[src/rtl/atm_pkg.sv]
// Shared types and constants for the milliradian atan2 block.
// No dependencies.
package atm_pkg;

  localparam int unsigned MagW   = 32;
  localparam int unsigned NarW   = 8;
  localparam int unsigned ProdW  = 2 * NarW;
  localparam int unsigned NumW   = 32;
  localparam int unsigned DenW   = 23;
  localparam int unsigned QuotW  = 10;
  localparam int unsigned AngW   = 13;

  localparam logic [NumW-1:0] NUM_GAIN   = 32'd60937;
  localparam logic [DenW-1:0] DEN_X_GAIN = 23'd61;
  localparam logic [DenW-1:0] DEN_Y_GAIN = 23'd17;
  localparam logic [AngW-1:0] HALF_PI    = 13'd1571;
  localparam logic [AngW-1:0] PI_MRAD    = 13'd3142;
  localparam logic [AngW-1:0] TWO_PI     = 13'd6284;

  typedef struct packed {
    logic swapped;
    logic xneg;
    logic yneg;
    logic zero;
  } flags_t;

endpackage

[src/rtl/atm_div.sv]
// Pipelined restoring divider, one quotient bit per stage.
// Depends on atm_pkg.
module atm_div import atm_pkg::*; (
  input  logic             clk,
  input  logic             rst_n,
  input  logic             en,
  input  logic             in_valid,
  input  logic [NumW-1:0]  num,
  input  logic [DenW-1:0]  den,
  input  flags_t           in_flags,
  output logic             out_valid,
  output logic [QuotW-1:0] quot,
  output flags_t           out_flags
);

  logic             vld_r  [QuotW];
  logic [NumW-1:0]  rem_r  [QuotW];
  logic [DenW-1:0]  den_r  [QuotW];
  logic [QuotW-1:0] quo_r  [QuotW];
  flags_t           flg_r  [QuotW];

  for (genvar k = 0; k < QuotW; k++) begin : g_stage
    localparam int unsigned Bit = QuotW - 1 - k;
    logic             vld_in;
    logic [NumW-1:0]  rem_in;
    logic [DenW-1:0]  den_in;
    logic [QuotW-1:0] quo_in;
    flags_t           flg_in;
    logic [NumW:0]    dsh;
    logic             ge;

    if (k == 0) begin : g_first
      assign vld_in = in_valid;
      assign rem_in = num;
      assign den_in = den;
      assign quo_in = '0;
      assign flg_in = in_flags;
    end else begin : g_next
      assign vld_in = vld_r[k-1];
      assign rem_in = rem_r[k-1];
      assign den_in = den_r[k-1];
      assign quo_in = quo_r[k-1];
      assign flg_in = flg_r[k-1];
    end

    assign dsh = (NumW+1)'({10'd0, den_in}) << Bit;
    assign ge  = {1'b0, rem_in} >= dsh;

    always_ff @(posedge clk) begin
      if (!rst_n) begin
        vld_r[k] <= 1'b0;
      end else if (en) begin
        vld_r[k] <= vld_in;
      end
    end

    always_ff @(posedge clk) begin
      if (en) begin
        rem_r[k] <= ge ? NumW'({1'b0, rem_in} - dsh) : rem_in;
        den_r[k] <= den_in;
        quo_r[k] <= quo_in | (QuotW'(ge) << Bit);
        flg_r[k] <= flg_in;
      end
    end
  end

  assign out_valid = vld_r[QuotW-1];
  assign quot      = quo_r[QuotW-1];
  assign out_flags = flg_r[QuotW-1];

endmodule

[src/rtl/atan2_milliradian_approx.sv]
// Top level of the milliradian atan2 block: fold, normalise, products, divide, unfold.
// Depends on atm_pkg and atm_div.
//
// Four-quadrant arctangent of (y, x) in milliradians, 0 to 6283, 0 when both
// inputs are zero. One transfer may be accepted every cycle while the output
// is not stalled; each result passes through five front stages, a ten-stage
// divider that resolves one quotient bit per stage, and the output register.
// When the output is stalled the whole pipeline holds.
module atan2_milliradian_approx import atm_pkg::*; (
  input  logic        clk,
  input  logic        rst_n,
  input  logic        in_tvalid,
  output logic        in_tready,
  input  logic [63:0] in_tdata,   // [31:0] y_coord, [63:32] x_coord
  output logic        out_tvalid,
  input  logic        out_tready,
  output logic [15:0] out_tdata   // [12:0] angle_mrad, [15:13] zero
);

  logic en;
  assign en        = !out_tvalid || out_tready;
  assign in_tready = en;

  // stage 1: magnitudes and octant fold
  logic            s1_vld_r;
  logic [MagW-1:0] s1_ax_r, s1_ay_r;
  flags_t          s1_flg_r;
  logic [MagW-1:0] my, mx;
  logic            yn, xn;

  always_comb begin
    yn = in_tdata[31];
    xn = in_tdata[63];
    my = yn ? (MagW'(0) - in_tdata[31:0])  : in_tdata[31:0];
    mx = xn ? (MagW'(0) - in_tdata[63:32]) : in_tdata[63:32];
  end

  always_ff @(posedge clk) begin
    if (en) begin
      s1_flg_r.swapped <= my > mx;
      s1_flg_r.xneg    <= xn;
      s1_flg_r.yneg    <= yn;
      s1_flg_r.zero    <= 1'b0;
      s1_ax_r          <= (my > mx) ? my : mx;
      s1_ay_r          <= (my > mx) ? mx : my;
    end
  end

  // stage 2: shift amount from the leading one of the larger magnitude
  logic            s2_vld_r;
  logic [MagW-1:0] s2_ax_r, s2_ay_r;
  logic [4:0]      s2_sh_r;
  flags_t          s2_flg_r;
  logic [4:0]      sh_nxt;

  always_comb begin
    sh_nxt = '0;
    for (int i = NarW; i < MagW; i++) begin
      if (s1_ax_r[i]) sh_nxt = 5'(i - NarW + 1);
    end
  end

  always_ff @(posedge clk) begin
    if (en) begin
      s2_ax_r  <= s1_ax_r;
      s2_ay_r  <= s1_ay_r;
      s2_sh_r  <= sh_nxt;
      s2_flg_r <= s1_flg_r;
    end
  end

  // stage 3: apply the shift
  logic            s3_vld_r;
  logic [NarW-1:0] s3_ax_r, s3_ay_r;
  flags_t          s3_flg_r;
  logic [MagW-1:0] ax_sh, ay_sh;

  assign ax_sh = s2_ax_r >> s2_sh_r;
  assign ay_sh = s2_ay_r >> s2_sh_r;

  always_ff @(posedge clk) begin
    if (en) begin
      s3_ax_r  <= ax_sh[NarW-1:0];
      s3_ay_r  <= ay_sh[NarW-1:0];
      s3_flg_r <= {s2_flg_r.swapped, s2_flg_r.xneg, s2_flg_r.yneg,
                   ax_sh[NarW-1:0] == '0};
    end
  end

  // stage 4: narrow products
  logic             s4_vld_r;
  logic [ProdW-1:0] s4_xx_r, s4_yy_r, s4_xy_r;
  flags_t           s4_flg_r;

  always_ff @(posedge clk) begin
    if (en) begin
      s4_xx_r  <= s3_ax_r * s3_ax_r;
      s4_yy_r  <= s3_ay_r * s3_ay_r;
      s4_xy_r  <= s3_ax_r * s3_ay_r;
      s4_flg_r <= s3_flg_r;
    end
  end

  // stage 5: numerator and denominator
  logic            s5_vld_r;
  logic [NumW-1:0] s5_num_r;
  logic [DenW-1:0] s5_den_r;
  flags_t          s5_flg_r;

  always_ff @(posedge clk) begin
    if (en) begin
      s5_num_r <= NumW'({16'd0, s4_xy_r} * NUM_GAIN);
      s5_den_r <= DenW'(DenW'(s4_xx_r) * DEN_X_GAIN + DenW'(s4_yy_r) * DEN_Y_GAIN);
      s5_flg_r <= s4_flg_r;
    end
  end

  always_ff @(posedge clk) begin
    if (!rst_n) begin
      s1_vld_r <= 1'b0;
      s2_vld_r <= 1'b0;
      s3_vld_r <= 1'b0;
      s4_vld_r <= 1'b0;
      s5_vld_r <= 1'b0;
    end else if (en) begin
      s1_vld_r <= in_tvalid;
      s2_vld_r <= s1_vld_r;
      s3_vld_r <= s2_vld_r;
      s4_vld_r <= s3_vld_r;
      s5_vld_r <= s4_vld_r;
    end
  end

  logic             dv_vld;
  logic [QuotW-1:0] dv_quot;
  flags_t           dv_flg;

  atm_div u_div (
    .clk       (clk),
    .rst_n     (rst_n),
    .en        (en),
    .in_valid  (s5_vld_r),
    .num       (s5_num_r),
    .den       (s5_den_r),
    .in_flags  (s5_flg_r),
    .out_valid (dv_vld),
    .quot      (dv_quot),
    .out_flags (dv_flg)
  );

  // unfold into the output register
  logic            out_vld_r;
  logic [AngW-1:0] ang_r, ang_nxt;

  always_comb begin
    ang_nxt = AngW'(dv_quot);
    if (dv_flg.swapped) ang_nxt = HALF_PI - ang_nxt;
    if (dv_flg.xneg)    ang_nxt = PI_MRAD - ang_nxt;
    if (dv_flg.yneg && ang_nxt != '0) ang_nxt = TWO_PI - ang_nxt;
    if (dv_flg.zero)    ang_nxt = '0;
  end

  always_ff @(posedge clk) begin
    if (!rst_n) begin
      out_vld_r <= 1'b0;
    end else if (en) begin
      out_vld_r <= dv_vld;
    end
  end

  always_ff @(posedge clk) begin
    if (en) begin
      ang_r <= ang_nxt;
    end
  end

  assign out_tvalid = out_vld_r;
  assign out_tdata  = {3'd0, ang_r};

`ifndef SYNTHESIS
  a_ready_rule: assert property (@(posedge clk) disable iff (!rst_n)
    in_tready == (!out_tvalid || out_tready))
    else $error("input ready does not follow output stall");

  a_range: assert property (@(posedge clk) disable iff (!rst_n)
    out_tvalid |-> (out_tdata[12:0] <= 13'd6283))
    else $error("angle out of range");

  a_hold: assert property (@(posedge clk) disable iff (!rst_n)
    (out_tvalid && !out_tready) |=> (s5_vld_r == $past(s5_vld_r)))
    else $error("pipeline advanced during stall");
`endif

endmodule
[config.mk]
export PLATFORM = sky130hd
export DESIGN_NAME = atan2_milliradian_approx
export DESIGN_NICKNAME = d
export VERILOG_FILES = /design/src/rtl/atm_pkg.sv /design/src/rtl/atm_div.sv /design/src/rtl/atan2_milliradian_approx.sv
export SDC_FILE = /design/constraint.sdc
export NUM_CORES = 2
export LEC_CHECK = 0
export BUFFER_PORTS_ARGS = -buffer_cell sky130_fd_sc_hd__buf_2
export CAP_MARGIN = 40
export CORE_UTILIZATION = 45
export DETAILED_ROUTE_END_ITERATION = 10
export SYNTH_ARGS = -nofsm -noshare
export SYNTH_HDL_FRONTEND = slang
export SYNTH_SLANG_ARGS = --single-unit
[constraint.sdc]
create_clock -name clk -period 82.6 [get_ports clk]
set_input_delay 8.26 -clock clk [delete_from_list [all_inputs] [get_ports clk]]
set_output_delay 8.26 -clock clk [all_outputs]
set_load 0.05 [all_outputs]
==> results.sh <==
export IMPL_cp_end_kind="output pin"
export IMPL_post_cts_repair_setup_buffers=0
export IMPL_drt_drc_violations_left=0
export IMPL_synth_most_common_cell="edfxtp_1"
export IMPL_grt_setup_unrepaired="no"
export IMPL_floorplan_die_height_um=366
export IMPL_postCtsHoldBufs=0
export IMPL_grt_antenna_before_repair=0
export IMPL_min_delay_path_class="flip-flop to flip-flop"
export IMPL_synth_edf_count=880
export IMPL_final_design_area_no_fill_um2=65600
export IMPL_cp_data_arrival_time_ps=9720
export IMPL_synthDistinctLibCells=85
export IMPL_grt_overflow_total=0
export IMPL_groute_layer_met3_usage_pct=2.03
export IMPL_syn_cell_area_um2=59600
export IMPL_routed_via_count=38118
export IMPL_drt_pass1_iterations=5
export IMPL_cts_sinks=887
export IMPL_fin_nets=6256
export IMPL_grt_busiest_layer="met2"
export IMPL_path_clk_slew_ps=60
export IMPL_wl_per_cell_um=16.7
export IMPL_worst_path_required_time_ps=74340
export IMPL_clock_skew_final_ps=38.4
export IMPL_floorplan_initialDensity_pct=45.3
export IMPL_design_die_area_um2=134000
export IMPL_hold_violations=0
export IMPL_worstSetupPathType="input port to output pin"
export IMPL_grt_first_pass_wirelength_um=197000
export IMPL_cells_on_worst_reg2reg_path=19
export IMPL_cts_root_buf="clkbuf_16"
export IMPL_part_of_the_yosys_area_used_for_sequential_elements_pct=44.6
export IMPL_yosys_area_top_type="edfxtp_1"
export IMPL_min_delay_worst_endpoint="u_div.quo_r[8][5]$_DFFE_PN_"
export IMPL_ys_flop_type="edfxtp_1"
export IMPL_report_final_setup_viol=0
export IMPL_final_fill_count=11648
export IMPL_fin_cells=7225
export IMPL_fp_dieW_um=366
export IMPL_total_wire_length_after_detailed_routing_um=121000
export IMPL_grt_pass1_vias=38341
export IMPL_synth_area_top_cells="edfxtp_1 (44%), ha_1 (12%), fa_1 (7.8%), inv_1 (4.3%), xnor2_1 (2.8%)"
export IMPL_met2_usage_pct=33.6
export IMPL_hpwl_um=95000
export IMPL_worstMarginPinSlew_ps=925
export IMPL_synthTopCellsByCount="edfxtp_1 (880), inv_1 (681), ha_1 (570)"
export IMPL_place_inst=7039
export IMPL_hold_path_startpoint="u_div.quo_r[7][5]$_DFFE_PN_"
export IMPL_max_cap_viol=0
export IMPL_layout_area_overhead_vs_synth_pct=10.1
export IMPL_r2r_start="s4_xy_r[2]$_DFFE_PN_"
export IMPL_cts_htree_levels=3
export IMPL_io_buffers=82
export IMPL_cts_resized_gates=0
export IMPL_slew_limit_headroom_pct=38.4
export IMPL_avgSynthCellArea_um2=11.3
export IMPL_crit_path_max_fanout=96
export IMPL_worstReg2RegEnd="s5_num_r[31]$_DFFE_PN_"
export IMPL_total_track_usage_pct=18.1
export IMPL_core_region_area_um2=131000
export IMPL_finalCritPeriodShare_pct=21.8
export IMPL_multiInputGateArea_um2=30100
export IMPL_timing_reg2reg_setup_slack_ps=75790
export IMPL_place_congestion=0.882
export IMPL_slew_viol_final=0
export IMPL_ioPinCount=86
export IMPL_cts_tree="done"
export IMPL_max_clock_freq_ghz=0.0556
export IMPL_numCtsBuffers=101
export IMPL_max_stage_delay_ps=620
export IMPL_number_of_stages_on_the_worst_hold_path=0
export IMPL_crit_path_top_delay_cell="nor2b_1"
export IMPL_synthesis_yosys_warnings=0
export IMPL_drt_first_iter_violations=1915
export IMPL_synthCells=5279
export IMPL_placementRows=133
export IMPL_fin_tns_setup_ps=0
export IMPL_detail_route_vias_per_cell=5.28
export IMPL_status="finished clean"
export IMPL_timing_critical_path_cells="buf_2, nor2b_1, inv_8, buf_2"
export IMPL_dpl_instance_area_um2=62200
export IMPL_postSynth_asyncResetShare_pct=0
export IMPL_final_layout_size_suffix_gt1_share_pct=7.90
export IMPL_clock_tree_buffer_depth=3
export IMPL_start_kind="input port"
export IMPL_ff_latch_count_synth=887
export IMPL_pin_count_of_the_biggest_net_entering_global_routing=167
export IMPL_critical_path_most_common_cell="buf_2"
export IMPL_grt_util_met1_pct=21.2
export IMPL_route_antenna_remaining_nets=0
export IMPL_share_of_the_synthesized_area_in_the_top_cell_type_pct=44.3
export IMPL_final_min_clock_period_ps=17980
export IMPL_ff_latch_area_um2=26600
export IMPL_clk_insertion_delay_late_ps=710
[critical path, delay by kind of cell]
kind / cells / cell delay [ps]
buf+inv: 3 / 830
simple gates: 1 / 620
[how the worst max path moves through the flow]
stage | from | end | depth (start not counted)
finish | out_tready | in_tready | 4
global route | out_tready | in_tready | 4
CTS | out_tready | in_tready | 4
detailed placement | out_tready | in_tready | 4
global placement | out_tready | in_tready | 4
floorplan | out_tready | in_tready | 4
[sequential cells by signal (all words and copies together), names as in the netlist, 40 cells and up]
signal	flops
u_div.den_r	207
u_div.flg_r	40
u_div.quo_r	55
u_div.rem_r	288
[metrics by stage]
stage	utilization, %	hold slack, ps	setup WS (ps)
global route	49.9	408	64450
floorplan	-	400	41800
CTS	49.9	407	64570
detailed placement	47.3	405	64570
global placement	47.2	401	64610
finish	49.9	405	64620
[cell type report]
type | count | area share [%]
diodes | 2 | 0.00763
well taps | 1755 | 3.35
multi-input cells | 3597 | 45.8
repair buffers | 118 | 1.26
clock inverters | 63 | 1.06
flip-flops and latches | 887 | 40.5
clock buffers | 121 | 4.07
inverters | 682 | 3.91
[cell usage in the layout (no fill, tap or decap), types with 110 or more instances in the layout]
cell type	instances
nor2_1	233
nand2_1	351
edfxtp_1	880
a21oi_1	282
xor2_1	171
a21o_1	110
inv_1	680
o21ai_0	278
mux2i_1	124
ha_1	570
xnor2_1	191
fa_1	231
[metal layers]
| metal | up-vias | wire length, µm |
|---|---|---|
| met5 | - | 0 |
| met4 | 0 | 4260 |
| met3 | 234 | 3540 |
| met2 | 576 | 62600 |
| met1 | 18198 | 50500 |
| li1 | 19110 | - |
[kinds of logic (layout without fill, tap and decap cells)]
| group | count (synthesis) | in the layout | share of synthesized area, % |
|---|---|---|---|
| AND/OR/NAND/NOR | 1127 | 1127 | 9.37 |
| AO/OA/AOI/OAI | 1071 | 1071 | 11.4 |
| flip-flops | 887 | 887 | 44.6 |
| adder cells (fa/ha/maj) | 801 | 801 | 19.7 |
| buffers and inverters | 801 | 984 | 5.08 |
| XOR/XNOR | 362 | 362 | 5.32 |
| multiplexers | 228 | 228 | 4.48 |
| other | 2 | 10 | 0.0126 |
Power is not shown: default switching activity piles up to over one toggle a cycle in this logic, so the estimate is an artifact.
